### config.mk
export PLATFORM = sky130hd
export DESIGN_NAME = power_limit_request_arbiter
export DESIGN_NICKNAME = d
export VERILOG_FILES = /design/src/hdl/plra_pkg.sv /design/src/hdl/power_limit_request_arbiter.sv /design/src/hdl/plra_alu.sv
export SDC_FILE = /design/constraint.sdc
export NUM_CORES = 1
export LEC_CHECK = 0
export ABC_AREA = 1
export BUFFER_PORTS_ARGS = -buffer_cell sky130_fd_sc_hd__buf_2
export CORE_MARGIN = 2
export CORE_UTILIZATION = 41
export DETAILED_ROUTE_END_ITERATION = 10
export PLACE_DENSITY_LB_ADDON = 0.1
export REMOVE_ABC_BUFFERS = 1
export SETUP_SLACK_MARGIN = 0.02
export SYNTH_ARGS = -nofsm -noshare
export SYNTH_HDL_FRONTEND = slang
export SYNTH_SLANG_ARGS = --single-unit
export TNS_END_PERCENT = 100
### constraint.sdc
create_clock -name clk_i -period 7.8 [get_ports clk_i]
set_input_delay 0.78 -clock clk_i [delete_from_list [all_inputs] [get_ports clk_i]]
set_output_delay 0.78 -clock clk_i [all_outputs]
set_load 0.005 [all_outputs]
### src/hdl/plra_pkg.sv
// ----------------------------------------------------------------------------
// plra_pkg: shared types and constants of the power-limit request arbiter
// Word layouts, command and register codes, sequencer states, ALU interface.
// ----------------------------------------------------------------------------
package plra_pkg;

  localparam int unsigned PowerBits = 20;
  localparam int unsigned AluBits   = PowerBits + 1;

  typedef enum logic [2:0] {
    KindLimit       = 3'd0,
    KindUnlimit     = 3'd1,
    KindCommit      = 3'd2,
    KindClearTarget = 3'd3,
    KindClearAll    = 3'd4
  } plra_kind_e;

  typedef enum logic [1:0] {
    RegControls = 2'd0,
    RegMinLimit = 2'd1,
    RegMaxLimit = 2'd2,
    RegStepSize = 2'd3
  } plra_reg_e;

  typedef struct packed {
    logic [2:0]           kind;
    logic [3:0]           target;
    logic [PowerBits-1:0] measured_power;
    logic [PowerBits-1:0] issued_limit;
  } plra_item_t;

  typedef struct packed {
    logic [PowerBits-1:0] limit_value;
    logic                 acted;
  } plra_result_t;

  typedef enum logic {
    AluAdd = 1'b0,
    AluSub = 1'b1
  } plra_alu_op_e;

  typedef struct packed {
    logic [AluBits-1:0] res;
    logic               lt;
    logic               eq;
  } plra_alu_res_t;

  typedef enum logic [4:0] {
    StIdle,
    StLoad,
    StLimChk,
    StLimMax,
    StStepSub,
    StPwrMin,
    StPwrStep,
    StPwrReq,
    StPwrLeast,
    StLimFloor,
    StUpChk,
    StUpAdd,
    StUpCap,
    StScan,
    StClampMax,
    StClampMin,
    StCmpIssued
  } plra_state_e;

endpackage

### src/hdl/power_limit_request_arbiter.sv
// ----------------------------------------------------------------------------
// power_limit_request_arbiter: per-target power-limit requests and commit
// Holds one request per target, steps it on limit/unlimit, and arbitrates the
// lowest request into a clamped limit on commit.
// ----------------------------------------------------------------------------
// Clears, unused kinds, out-of-range targets and commit without control support
// answer from idle with done_o in the cycle after the accept edge; limit, unlimit
// and commit run the sequencer, commit reading one slot per cycle from the memory.
// busy stays high in between and drops as the result appears, so a new word waits
// for the last; done_o cannot be stalled. Reset clears every valid bit at once with
// no clearing pass; request values stay unknown until written.
module power_limit_request_arbiter
  import plra_pkg::*;
#(
  parameter int unsigned TARGETS = 16
) (
  input  logic         clk_i,
  input  logic         rst_ni,
  // command side
  input  logic         start,
  output logic         busy,
  input  plra_item_t   item_i,
  output logic         done_o,
  output plra_result_t result_o,
  // configuration port
  input  logic         psel,
  input  logic         penable,
  input  logic         pwrite,
  input  logic [3:0]   paddr,
  input  logic [31:0]  pwdata,
  output logic [31:0]  prdata,
  output logic         pready
);

  localparam int unsigned W  = PowerBits;
  localparam int unsigned IW = (TARGETS > 1) ? $clog2(TARGETS) : 1;
  localparam int unsigned CW = $clog2(TARGETS + 1);

  // --------------------------------------------------------------------------
  // Configuration registers
  // --------------------------------------------------------------------------
  logic         ctl_q;
  logic [W-1:0] min_q, max_q, step_q;
  logic         cfg_we;
  plra_reg_e    cfg_idx;

  assign pready  = 1'b1;
  assign cfg_we  = psel & penable & pwrite;
  assign cfg_idx = plra_reg_e'(paddr[3:2]);

  always_ff @(posedge clk_i or negedge rst_ni) begin
    if (!rst_ni) begin
      ctl_q  <= 1'b0;
      min_q  <= '0;
      max_q  <= '1;
      step_q <= W'(1000);
    end else if (cfg_we) begin
      unique case (cfg_idx)
        RegControls: ctl_q  <= pwdata[0];
        RegMinLimit: min_q  <= pwdata[W-1:0];
        RegMaxLimit: max_q  <= pwdata[W-1:0];
        RegStepSize: step_q <= pwdata[W-1:0];
      endcase
    end
  end

  always_comb begin
    unique case (cfg_idx)
      RegControls: prdata = {31'b0, ctl_q};
      RegMinLimit: prdata = 32'(min_q);
      RegMaxLimit: prdata = 32'(max_q);
      RegStepSize: prdata = 32'(step_q);
    endcase
  end

  // --------------------------------------------------------------------------
  // Sequencer and datapath registers
  // --------------------------------------------------------------------------
  plra_state_e   state_q, state_d;
  plra_item_t    item_q, item_d;
  logic [W-1:0]  req_q, req_d;        // request under work
  logic [AluBits-1:0] acc_q, acc_d;   // running value of the step chain
  logic [W-1:0]  tmp_q, tmp_d;        // measured power less one step
  logic [W-1:0]  low_q, low_d;        // running minimum of a commit
  logic          any_q, any_d;
  logic [CW-1:0] idx_q, idx_d;        // scan pointer
  logic          pend_q, pend_d;      // read data holds a scanned slot
  logic          vld_q, vld_d;        // valid bit of that slot
  logic [TARGETS-1:0] valid_q, valid_d;
  logic          done_q, done_d;
  plra_result_t  result_q, result_d;

  // request memory: one write port, one registered read port
  logic [W-1:0]  mem_q [TARGETS];
  logic [W-1:0]  rdata_q;
  logic          mem_we;
  logic [IW-1:0] mem_raddr;
  logic [W-1:0]  mem_wdata;

  // shared ALU
  plra_alu_op_e       alu_op;
  logic [AluBits-1:0] alu_a, alu_b;
  plra_alu_res_t      alu;

  plra_alu u_alu (
    .op_i  (alu_op),
    .a_i   (alu_a),
    .b_i   (alu_b),
    .res_o (alu)
  );

  logic          in_range_new, in_range_cur;
  logic [IW-1:0] tgt_new, tgt_cur;
  logic          scan_end;

  assign in_range_new = (32'(item_i.target) < 32'(TARGETS));
  assign in_range_cur = (32'(item_q.target) < 32'(TARGETS));
  assign tgt_new      = IW'(item_i.target);
  assign tgt_cur      = IW'(item_q.target);
  assign scan_end     = (idx_q == CW'(TARGETS));

  assign busy     = (state_q != StIdle);
  assign done_o   = done_q;
  assign result_o = result_q;

  always_comb begin
    unique case (state_q)
      StIdle:  mem_raddr = in_range_new ? tgt_new : '0;
      StScan:  mem_raddr = scan_end ? '0 : idx_q[IW-1:0];
      default: mem_raddr = in_range_cur ? tgt_cur : '0;
    endcase
  end

  always_ff @(posedge clk_i) begin
    if (mem_we) begin
      mem_q[tgt_cur] <= mem_wdata;
    end
    rdata_q <= mem_q[mem_raddr];
  end

  // --------------------------------------------------------------------------
  // Next state
  // --------------------------------------------------------------------------
  always_comb begin
    state_d = state_q;
    unique case (state_q)
      StIdle: begin
        if (start) begin
          case (item_i.kind) inside
            KindLimit, KindUnlimit: if (in_range_new) state_d = StLoad;
            KindCommit:             if (ctl_q) state_d = StScan;
            default:                state_d = StIdle;
          endcase
        end
      end
      StLoad:     state_d = (item_q.kind == KindLimit) ? StLimChk : StUpChk;
      StLimChk:   state_d = (ctl_q && alu.lt) ? StLimMax : StIdle;
      StLimMax:   state_d = alu.lt ? StStepSub : StPwrMin;
      StStepSub:  state_d = StLimFloor;
      StPwrMin:   state_d = alu.lt ? StPwrStep : StLimFloor;
      StPwrStep:  state_d = alu.lt ? StLimFloor : StPwrReq;
      StPwrReq:   state_d = StPwrLeast;
      StPwrLeast: state_d = StLimFloor;
      StLimFloor: state_d = StIdle;
      StUpChk:    state_d = (ctl_q && alu.lt) ? StUpAdd : StIdle;
      StUpAdd:    state_d = StUpCap;
      StUpCap:    state_d = StIdle;
      StScan:     state_d = scan_end ? StClampMax : StScan;
      StClampMax: state_d = StClampMin;
      StClampMin: state_d = StCmpIssued;
      StCmpIssued: state_d = StIdle;
      default:    state_d = StIdle;
    endcase
  end

  // --------------------------------------------------------------------------
  // Datapath control
  // --------------------------------------------------------------------------
  always_comb begin
    item_d    = item_q;
    req_d     = req_q;
    acc_d     = acc_q;
    tmp_d     = tmp_q;
    low_d     = low_q;
    any_d     = any_q;
    idx_d     = idx_q;
    pend_d    = pend_q;
    vld_d     = vld_q;
    valid_d   = valid_q;
    done_d    = 1'b0;
    result_d  = result_q;
    mem_we    = 1'b0;
    mem_wdata = acc_q[W-1:0];
    alu_op    = AluSub;
    alu_a     = AluBits'(req_q);
    alu_b     = AluBits'(min_q);

    unique case (state_q)
      StIdle: begin
        if (start) begin
          item_d = item_i;
          low_d  = item_i.issued_limit;
          any_d  = 1'b0;
          idx_d  = '0;
          pend_d = 1'b0;
          // single-cycle commands answer straight from here
          result_d.limit_value = '0;
          result_d.acted       = 1'b0;
          case (item_i.kind) inside
            KindLimit, KindUnlimit: done_d = !in_range_new;
            KindCommit: begin
              done_d               = !ctl_q;
              result_d.limit_value = item_i.issued_limit;
            end
            KindClearTarget: begin
              done_d = 1'b1;
              if (in_range_new) begin
                result_d.acted   = valid_q[tgt_new];
                valid_d[tgt_new] = 1'b0;
              end
            end
            KindClearAll: begin
              done_d         = 1'b1;
              result_d.acted = |valid_q;
              valid_d        = '0;
            end
            default: done_d = 1'b1;
          endcase
        end
      end

      // an empty slot reads as the maximum limit
      StLoad: req_d = valid_q[tgt_cur] ? rdata_q : max_q;

      StLimChk: begin
        alu_a = AluBits'(min_q);
        alu_b = AluBits'(req_q);
        if (!(ctl_q && alu.lt)) begin
          done_d   = 1'b1;
          result_d = '{limit_value: req_q, acted: 1'b0};
        end
      end

      StLimMax: begin
        alu_a = AluBits'(req_q);
        alu_b = AluBits'(max_q);
      end

      // saturating request less one step
      StStepSub, StPwrReq: begin
        alu_a = AluBits'(req_q);
        alu_b = AluBits'(step_q);
        acc_d = alu.lt ? '0 : alu.res;
      end

      // measured power at or below the floor: drop to the floor
      StPwrMin: begin
        alu_a = AluBits'(min_q);
        alu_b = AluBits'(item_q.measured_power);
        if (!alu.lt) acc_d = '0;
      end

      StPwrStep: begin
        alu_a = AluBits'(item_q.measured_power);
        alu_b = AluBits'(step_q);
        if (alu.lt) acc_d = '0;
        else        tmp_d = alu.res[W-1:0];
      end

      StPwrLeast: begin
        alu_a = acc_q;
        alu_b = AluBits'(tmp_q);
        if (!alu.lt) acc_d = AluBits'(tmp_q);
      end

      // raise to the floor, then write the slot
      StLimFloor: begin
        alu_a     = acc_q;
        alu_b     = AluBits'(min_q);
        mem_wdata = alu.lt ? min_q : acc_q[W-1:0];
        mem_we    = 1'b1;
        valid_d[tgt_cur] = 1'b1;
        done_d    = 1'b1;
        result_d  = '{limit_value: mem_wdata, acted: 1'b1};
      end

      StUpChk: begin
        alu_a = AluBits'(req_q);
        alu_b = AluBits'(max_q);
        if (!(ctl_q && alu.lt)) begin
          done_d   = 1'b1;
          result_d = '{limit_value: req_q, acted: 1'b0};
        end
      end

      StUpAdd: begin
        alu_op = AluAdd;
        alu_a  = AluBits'(req_q);
        alu_b  = AluBits'(step_q);
        acc_d  = alu.res;
      end

      // cap at the maximum, then write the slot
      StUpCap: begin
        alu_a     = acc_q;
        alu_b     = AluBits'(max_q);
        mem_wdata = alu.lt ? acc_q[W-1:0] : max_q;
        mem_we    = 1'b1;
        valid_d[tgt_cur] = 1'b1;
        done_d    = 1'b1;
        result_d  = '{limit_value: mem_wdata, acted: 1'b1};
      end

      // issue a read per cycle and fold in the slot read the cycle before
      StScan: begin
        alu_a = AluBits'(rdata_q);
        alu_b = AluBits'(low_q);
        if (pend_q && vld_q && (!any_q || alu.lt)) begin
          low_d = rdata_q;
          any_d = 1'b1;
        end
        if (!scan_end) begin
          pend_d = 1'b1;
          vld_d  = valid_q[idx_q[IW-1:0]];
          idx_d  = idx_q + CW'(1);
        end else begin
          pend_d = 1'b0;
        end
      end

      StClampMax: begin
        alu_a = AluBits'(max_q);
        alu_b = AluBits'(low_q);
        if (alu.lt) low_d = max_q;
      end

      // floor applied last so it wins over the ceiling
      StClampMin: begin
        alu_a = AluBits'(low_q);
        alu_b = AluBits'(min_q);
        if (alu.lt) low_d = min_q;
      end

      StCmpIssued: begin
        alu_a    = AluBits'(low_q);
        alu_b    = AluBits'(item_q.issued_limit);
        done_d   = 1'b1;
        result_d = '{limit_value: low_q, acted: !alu.eq};
      end

      default: begin
      end
    endcase
  end

  always_ff @(posedge clk_i or negedge rst_ni) begin
    if (!rst_ni) begin
      state_q <= StIdle;
      valid_q <= '0;
      done_q  <= 1'b0;
      any_q   <= 1'b0;
      idx_q   <= '0;
      pend_q  <= 1'b0;
      vld_q   <= 1'b0;
    end else begin
      state_q <= state_d;
      valid_q <= valid_d;
      done_q  <= done_d;
      any_q   <= any_d;
      idx_q   <= idx_d;
      pend_q  <= pend_d;
      vld_q   <= vld_d;
    end
  end

  // payload registers hold without reset
  always_ff @(posedge clk_i) begin
    item_q   <= item_d;
    req_q    <= req_d;
    acc_q    <= acc_d;
    tmp_q    <= tmp_d;
    low_q    <= low_d;
    result_q <= result_d;
  end

endmodule

### src/hdl/plra_alu.sv
// ----------------------------------------------------------------------------
// plra_alu: shared add / subtract-compare unit
// One adder serves every step: sum, difference, less-than and equality.
// ----------------------------------------------------------------------------
module plra_alu
  import plra_pkg::*;
(
  input  plra_alu_op_e        op_i,
  input  logic [AluBits-1:0]  a_i,
  input  logic [AluBits-1:0]  b_i,
  output plra_alu_res_t       res_o
);

  logic             is_sub;
  logic [AluBits:0] sum;

  assign is_sub = (op_i == AluSub);

  // subtract as a + ~b + 1; carry out low means a < b
  assign sum = {1'b0, a_i} + {1'b0, (is_sub ? ~b_i : b_i)} + (AluBits + 1)'(is_sub);

  assign res_o.res = sum[AluBits-1:0];
  assign res_o.lt  = is_sub & ~sum[AluBits];
  assign res_o.eq  = (sum[AluBits-1:0] == '0);

endmodule
* After elaboration in Yosys (flattened, before gate mapping)
Memory sizes are Yosys's and may differ from the RTL's. A register that Yosys moved wholly into a read port is not among the register bits. Cells that the tools add are included.
Storage, ports and cells: output and inout bits 56, memories 1, memory bits (writable) 320, logic and storage cells 199, bits in registers 240, input bits 89
Cells by class: order comparisons 5, reductions and logical operators 48, add/sub/neg operators 3, eq/ne operators 37, bitwise logic cells 10, mux-type cells 74
Memory list:
- mem_q | depth 16, bits a word 20, read ports 1, clocked after Yosys merged registers in 1, wr ports 1, RTL line power_limit_request_arbiter.sv:94 | logic [W-1:0] mem_q [TARGETS];
Operator list (count):
- $pmux 21 s5 | 2
- $mux 20 | 9
- $mux 21 | 7
- $pmux 20 s7 | 1
- $pmux 32 s4 | 1
- $pmux 21 s6 | 1
- $mux 16 | 5
- $pmux 20 s4 | 1
- $pmux 5 s13 | 1
- $eq 5x4->1 const B | 8
- $pmux 20 s2 | 1
- $pmux 16 s2 | 1
- $mux 5 | 6
- $add 21x21->22 | 1
- $add 22x1->22 | 1
- $ne 2x2->1 const B | 11
- $logic_not 21->1 | 1
- $mux 1 | 21
- $not 20->21 | 1
- $eq 5x3->1 const B | 4
- $mux 4 | 5
- $reduce_and 2->1 | 9
- $and 16x16->16 | 1
- $not 16->16 | 1
- 39 further kinds | 77

* Longest topological paths before layout
Gate-level depths: netlist of run 1.
depth in word-level cells 13, mapped depth 29, gate-level depth less buffers 29

* By module
Synthesis of run 1 repeated with hierarchy kept, for this count alone.
Second synthesis, totals: cells, all modules 3205, area total of the unflattened synthesis 29391.9 um2
By module, submodules not included:
- power_limit_request_arbiter | area each 27627.7 um2, cells an instance 2871, seq. area each 16793.6 um2, instances 1
- plra_alu | area each 1764.2 um2, cells an instance 334, seq. area each 0.0 um2, instances 1

* Least setup slack after synthesis of run 1
OpenSTA, ideal clock, no wires.
path kind reg-to-reg, start register state_q[3], end register acc_q[0], enable pin, data required time 7.402 ns, cell stages (with the launch flop) 22, setup slack 2.828 ns, buffers on the path 5, data arrival time 4.574 ns, library setup time 0.398 ns, path through dfrtp_1 -> buf_6 -> nor2_2 -> nand3_2 -> inv_1 -> clkbuf_1 -> buf_1 -> a21oi_1 -> o2111ai_1 -> xor2_1 -> ha_1 -> a21oi_1 -> inv_1 -> a31oi_1 -> o21ai_0 -> a31oi_1 -> nand3_4 -> buf_6 -> buf_6 -> nand2_2 -> inv_2 -> a211oi_2
On the way: cells in the longest elaborated chain, start to end 11, elaborated cells on any way between the ends 36
RTL lines:
- start: declaration | RTL line power_limit_request_arbiter.sv:79 | plra_state_e state_q, state_d;
- start signal: assignment | RTL line power_limit_request_arbiter.sv:358 | state_q <= StIdle;
- start signal: assignment | RTL line power_limit_request_arbiter.sv:366 | state_q <= state_d;
- $eq 5x3->1 (tied with other cells) | RTL line power_limit_request_arbiter.sv:198 | unique case (state_q)
- $reduce_or 4->1 (no line) (tied with other cells)
- $pmux 20 s7 | RTL line power_limit_request_arbiter.sv:198
- $not 20->21 | RTL line plra_alu.sv:20 | assign sum = {1'b0, a_i} + {1'b0, (is_sub ? ~b_i : b_i)} + (AluBits + 1)'(is_sub);
- $mux 21 | RTL line plra_alu.sv:20
- $add 21x21->22 | RTL line plra_alu.sv:20
- $add 22x1->22 | RTL line plra_alu.sv:20
- $not 1->1 | RTL line plra_alu.sv:23 | assign res_o.lt = is_sub & ~sum[AluBits];
- $and 1x1->1 | RTL line plra_alu.sv:23
- $ne 2x2->1 (no line)
- $reduce_and 4->1 (no line) *
- end signal: assignment | RTL line power_limit_request_arbiter.sv:380 | acc_q <= acc_d;
- end: declaration | RTL line power_limit_request_arbiter.sv:82 | logic [AluBits-1:0] acc_q, acc_d;
Every way passes the cells marked *; elsewhere a longest branch is shown, timed or not. A chain may end at the register's enable or synchronous reset.

* Worst setup path in the final report of run 1
start register state_q[2], end memory mem_q[13][19] (netlist bit) (data pin)
On the way: cells in the longest elaborated chain, start to end 11, elaborated cells on any way between the ends 33
RTL lines:
- $eq 5x3->1 (tied with other cells) | RTL line power_limit_request_arbiter.sv:198
- $reduce_or 4->1 (no line) (tied with other cells)
- $pmux 20 s7 | RTL line power_limit_request_arbiter.sv:198
- $not 20->21 | RTL line plra_alu.sv:20
- $mux 21 | RTL line plra_alu.sv:20
- $add 21x21->22 | RTL line plra_alu.sv:20
- $add 22x1->22 | RTL line plra_alu.sv:20
- $not 1->1 | RTL line plra_alu.sv:23
- $and 1x1->1 | RTL line plra_alu.sv:23
- $mux 20, on equally long branches | RTL line power_limit_request_arbiter.sv:307, power_limit_request_arbiter.sv:280
- $pmux 20 s2 * | RTL line power_limit_request_arbiter.sv:198
- via mem_wdata[19] | RTL line power_limit_request_arbiter.sv:98 | logic [W-1:0] mem_wdata;
- end: declaration | RTL line power_limit_request_arbiter.sv:94
The timed path passes the listed nets; every way through them passes the cells marked *.

==> flow_summary.ini, run 1 <==
[global_route]
grt_pass1_wl_um = 139000
antenna_found_initial = 3
grt_pass1_vias = 21300
grt.total_usage_pct = 26.7
grt_max_degree = 211
overflow = 0

[logic_synthesis]
ys_seq_elements = 580
synth_most_common_cell = nand2_1
synth_compound_area_share_pct = 16.0
synthMuxAreaShare_pct = 1.42
synth_top_cell_by_area = edfxtp_1
synth_top_flop_cell = edfxtp_1
syn_area_mm2 = 0.0282
synth_area_leaders = edfxtp_1, nand2_1, dfrtp_1, inv_1, o21ai_0
ys_types = 57
synth-adder-area-share_pct = 1.09
synth_top_family_by_area = compound AO/OA/AOI/OAI gates
ys_warn_count = 0
synth_edf_count = 469
yosys.area_share.simple_pct = 13.5
syn_inst = 2852
async_reset_ff_share_pct = 15.7
synth_top_area_share_pct = 50.0
syn_area_per_cell_um2 = 9.88
synth_xor_area_share_pct = 0.901
ys_top_cells_by_count = nand2_1, edfxtp_1, inv_1, o21ai_0, a21oi_1
synth-seq-area-share_pct = 59.6

[worst_setup_path]
critPathMaxFanout = 28
cpMostUsedCell = nand2_1
worst-setup-path-type = flop to flop
reg2reg_to = mem_q[13][19]
start_kind = flop
crit_path_cell_trace = nand2_2 -> nor2_4 -> nand3_2 -> clkinv_1 -> buf_4 -> nor2_1 -> nand3_2 -> inv_4 -> nand2_1 -> o2111ai_1 -> xor2_1 -> ha_1 -> a21oi_1 -> inv_1 -> nor2_1 -> o21ai_0 -> a31oi_1 -> nand3_4 -> buf_4 -> o211ai_1 -> nand2_1 -> inv_1 -> nand2_1
ff2ff_setup_slack_ns = 1.83
critPathRequiredTime_ns = 7.96
timing.rr.start = state_q[2]
crit_arrival_ns = 6.13
r2r_cells = 23
max_stage_delay_ns = 0.56
cp_slowest_cell = dfrtp_1
end_kind = flop

[die]
die_w_um = 266
die_area_mm2 = 0.0708
io_pins = 145
fp.coreArea_mm2 = 0.0683
start_util_pct = 41.2
dieHeight_um = 266
core.rowCount = 96

[clock_tree]
clock_sinks = 580
holdBufCountCts = 0
cts_max_path_buffers = 3
postCtsSetupBuffers = 0
clkLatencyLatePin_ns = 0.63
clk_pin_slew_ns = 0.06
cts_resized = 0
cts_tree = yes
root_buffer = clkbuf_16
htree_levels = 3
cts_inserted_buffers = 68

[drt]
viasPerCell = 5.65
wl_per_cell_um = 24.3
drtPass1Iterations = 6
drc = 0
routed_wl_um = 94800
vias = 22100
ant_nets = 0
drt_first_iter_violations = 2152

[timing]
setup_viol_count_final = 0
relSlewSlack_pct = 20.0
finalCriticalPeriod_ns = 5.97
slew_violations = 0
min_period_over_period_pct = 76.5
rsz0062_at_grt = false
skew_ns = 0.0201
timing.setup.tns_ns = 0
max_freq_ghz = 0.168
hold_violations = 0
worstMarginPinSlew_ns = 1.20

[place]
dpl.hpwl_um = 61100
gp_congestion = 0.955
port_buffers = 117

[finish]
n_fill_cell = 6437
area_delta_synth_final_pct = 14.3
n_antenna_cell = 0
final_nets = 3077
drive_gt1_share_pct = 12.8

[run]
cap_violations = 0

[run_status]
outcome = completed

[worst_hold_path]
min_path_type = primary input to asynchronous set/reset pin
[worst max path at each step]
stage	start	endpoint	slack, ns	cells past startpoint
after floorplan	idx_q[0]	rdata_q[0]	-5.85	11
after global placement	state_q[2]	result_o[0]	1.87	24
after detailed placement	state_q[2]	result_o[0]	1.88	27
after CTS	state_q[2]	result_o[0]	1.87	27
after global routing	state_q[2]	result_o[0]	1.50	24
final	state_q[2]	mem_q[13][19]	1.83	23
[state kept, by name (all words and copies together) (netlist names), 4 cells and up]
| signal | cells |
|---|---|
| mem_q | 320 |
| item_q | 43 |
| acc_q | 21 |
| result_o | 21 |
| low_q | 20 |
| max_q | 20 |
| min_q | 20 |
| rdata_q | 20 |
| req_q | 20 |
| step_q | 20 |
| tmp_q | 20 |
| valid_q | 16 |
| idx_q | 5 |
| state_q | 5 |
| tgt_cur | 4 |
[cells by family after synthesis]
| family | Yosys count |
|---|---|
| AOI/OAI and AO/OA | 731 |
| xor gates and xnor gates | 29 |
| adders and majority gates | 24 |
| buffers and inverters | 527 |
| DFF | 580 |
| muxes | 40 |
| other | 2 |
| and+or+nand+nor | 919 |
[stage by stage]
stage / cells / hold WS [ns] / cell area [um2] / worst slack, ns / util [%]
finish: 3902 / 0.155 / 32200 / 1.83 / 47.1
global route: 3902 / 0.184 / 32200 / 1.50 / 47.1
detailed placement: 3776 / 0.486 / 29900 / 1.88 / 43.7
CTS: 3902 / 0.157 / 32200 / 1.87 / 47.1
global placement: 3776 / 0.458 / 29900 / 1.87 / 43.7
floorplan: 2717 / 0.443 / 27500 / -5.85 / -
[critical path: cells and delay by family, from the launching register on]
kind / cells / cell delay [ns]
simple gates: 10 / 2.20
buf+inv: 6 / 1.08
compound gates: 5 / 1.06
flops: 1 / 0.56
fa+ha+maj: 1 / 0.40
xor+xnor: 1 / 0.17
[layout by cell type, fill, tap and decap left out, types with 65 or more instances in the layout]
cell       netlist  routed
nand3_1         68      68
edfxtp_1       469     469
inv_1          359     357
a21oi_1        184     181
o211ai_1        87      87
buf_2           22     116
nand2_1        628     628
o21ai_0        252     252
clkbuf_16        0      70
dfrtp_1         65      65
nor2_1         141     117
[layer usage]
metal  vias up  global-route usage, %  part of all wire, %
met5         -                      0                0.026
met2       841                   44.5                   48
li1      10200                      -                    -
met3       251                   4.08                  6.4
met4         4                   11.6                  4.6
met1     10800                   34.6                   41
[layout make-up]
type | count | area (um2) | share of cell area, %
multi-input combinational | 1756 | 9480 | 29.4
clock inverter | 38 | 482 | 1.50
sequential | 580 | 16800 | 52.1
tap | 882 | 1100 | 3.43
clock buffer | 88 | 1850 | 5.74
timing repair buffer | 177 | 1060 | 3.30
inverter | 381 | 1430 | 4.45
Power of run 1 is left out: the tool's default activity adds up to more than one toggle a clock period on the data nets, which glitch-free logic cannot reach.
==> run 2, diff against run 1 <==
- clock period: 7.8 -> 5.6 ns (I/O delays scaled with it)
==> flow_summary.ini, run 2 (synthesis gave the netlist of run 1 again) <==
[worst_hold_path]
hold_path_startpoint = item_i[20]
hold_path_end = item_q[20]
min_path_type = primary input to flop
hold_path_depth = 1

[timing]
hold_violations = 0
rsz0062_at_grt = false
max_freq_ghz = 0.194
setup_viol_count_final = 0
min_period_over_period_pct = 92.3
slew_violations = 0
skew_ns = 0.0171
finalCriticalPeriod_ns = 5.17
timing.setup.tns_ns = 0
setup_slack_ns = 0.432
worstMarginPinSlew_ns = 1.18
relSlewSlack_pct = 21.3

[clock_tree]
clock_sinks = 580
clkLatencyLatePin_ns = 0.62
cts_max_path_buffers = 3
clk_pin_slew_ns = 0.06
cts_tree = yes
cts_inserted_buffers = 68
root_buffer = clkbuf_16
htree_levels = 3

[finish]
regMostFlops = mem_q
layout_commonest_cell = nand2_1
final_cell_mix = nand2_1, edfxtp_1, inv_1, o21ai_0, a21oi_1
drive_gt1_share_pct = 14.2
final_nets = 3123
area_delta_synth_final_pct = 15.7
largest_registers = mem_q: 320 flops, item_q: 43 flops
largest_reg_flops = 320
fin_util_pct = 47.7

[global_route]
antenna_found_initial = 3
grt.total_usage_pct = 27.2
grt_pass1_wl_um = 141000
overflow = 0
grt_max_degree = 81
grt_pass1_vias = 21600

[die]
io_pins = 145
fp.coreArea_mm2 = 0.0683
die_w_um = 266
die_area_mm2 = 0.0708
start_util_pct = 41.2
dieHeight_um = 266
core.rowCount = 96

[drt]
viasPerCell = 5.62
drt_first_iter_violations = 2219
ant_nets = 0
drtPass1Iterations = 6
routed_wl_um = 96000
vias = 22200
drc = 0
wl_per_cell_um = 24.3

[worst_setup_path]
worst-setup-path-type = flop to flop
reg2reg_to = mem_q[4][15]
start_kind = flop
crit_arrival_ns = 5.36
timing.rr.start = state_q[1]
critPathRequiredTime_ns = 5.79
r2r_cells = 23
end_kind = flop
critPathMaxFanout = 32
ff2ff_setup_slack_ns = 0.43

[place]
dp_worst_setup_slack_ns = 0.430
gp_congestion = 0.950
dpl.hpwl_um = 63900
port_buffers = 117

[run]
cap_violations = 0

[run_status]
outcome = completed
## run 2: cell types whose count changed in the layout (fill, tap and decap cells not counted), sizes merged
cell and change:
buf +45, clkbuf +7, bufinv -4, clkinv -3, diode +2, clkinvlp -1
dlygate4sd3 +1, inv -1
## run 2: layout make-up
type,instances,area [um2]
antenna,2,5.00
clock buffer,95,1850
clock inverter,29,348
fill,6477,35700
inverter,381,1440
multi-input combinational,1756,9500
sequential,580,16800
tap,882,1100
timing repair buffer,223,1570
## run 2: how the worst max path moves through the flow
stage / startpoint / to / slack, ns / cells past startpoint
after detailed placement: state_q[1] / result_o[0] / 0.43 / 26
after global placement: state_q[1] / result_o[0] / 0.48 / 26
after floorplan: idx_q[0] / rdata_q[0] / -8.05 / 11
after CTS: state_q[1] / result_o[0] / 0.42 / 26
final: state_q[1] / mem_q[4][15] / 0.43 / 23
after global routing: state_q[1] / result_o[0] / 0.05 / 27
## run 2: layer usage
metal | vias up | part of all wire, % | wire length (um) | track usage, %
li1 | 10300 | - | - | -
met1 | 10800 | 42 | 40400 | 35.3
met2 | 793 | 48 | 46000 | 45.6
met3 | 232 | 5.8 | 5530 | 4.50
met4 | 4 | 4.1 | 3950 | 10.3
met5 | - | 0.033 | 32 | 0
## run 2: worst max-delay path, stage by stage, from the launching register on
cell and delay (ns):
dfrtp_1 0.44, inv_2 0.09, nand2_1 0.10, nor2_1 0.31
nand2_2 0.25, nand2_1 0.24, nor2_2 0.10, nand3_2 0.17
inv_6 0.14, nand2_1 0.09, o2111ai_1 0.15, xor2_1 0.18
ha_1 0.40, a21oi_1 0.28, inv_1 0.07, nor2_1 0.15
o21ai_0 0.14, a31oi_1 0.31, nand3_4 0.15, buf_12 0.20
o211ai_1 0.18, nand2_1 0.09, inv_1 0.08, nand2_1 0.39
## run 2: timing repair
action	CTS	global route
buffers inserted	0	0
hold endpoints to repair	22	0
endpoints found under the setup margin	0	193
hold buffers	1	0
resized for setup	0	11
## run 2: per-stage QoR
| step | std cells | area (um2) | hold slack, ns |
|---|---|---|---|
| 4_1_cts | 3946 | 32600 | 0.0860 |
| 3_3_place_gp | 3821 | 30400 | 0.459 |
| 5_1_grt | 3946 | 32600 | 0.0959 |
| 3_5_place_dp | 3821 | 30400 | 0.470 |
| 6_report | 3948 | 32600 | 0.113 |
| 2_1_floorplan | 2717 | 27500 | 0.264 |
Power of run 2 is left out for the same reason.
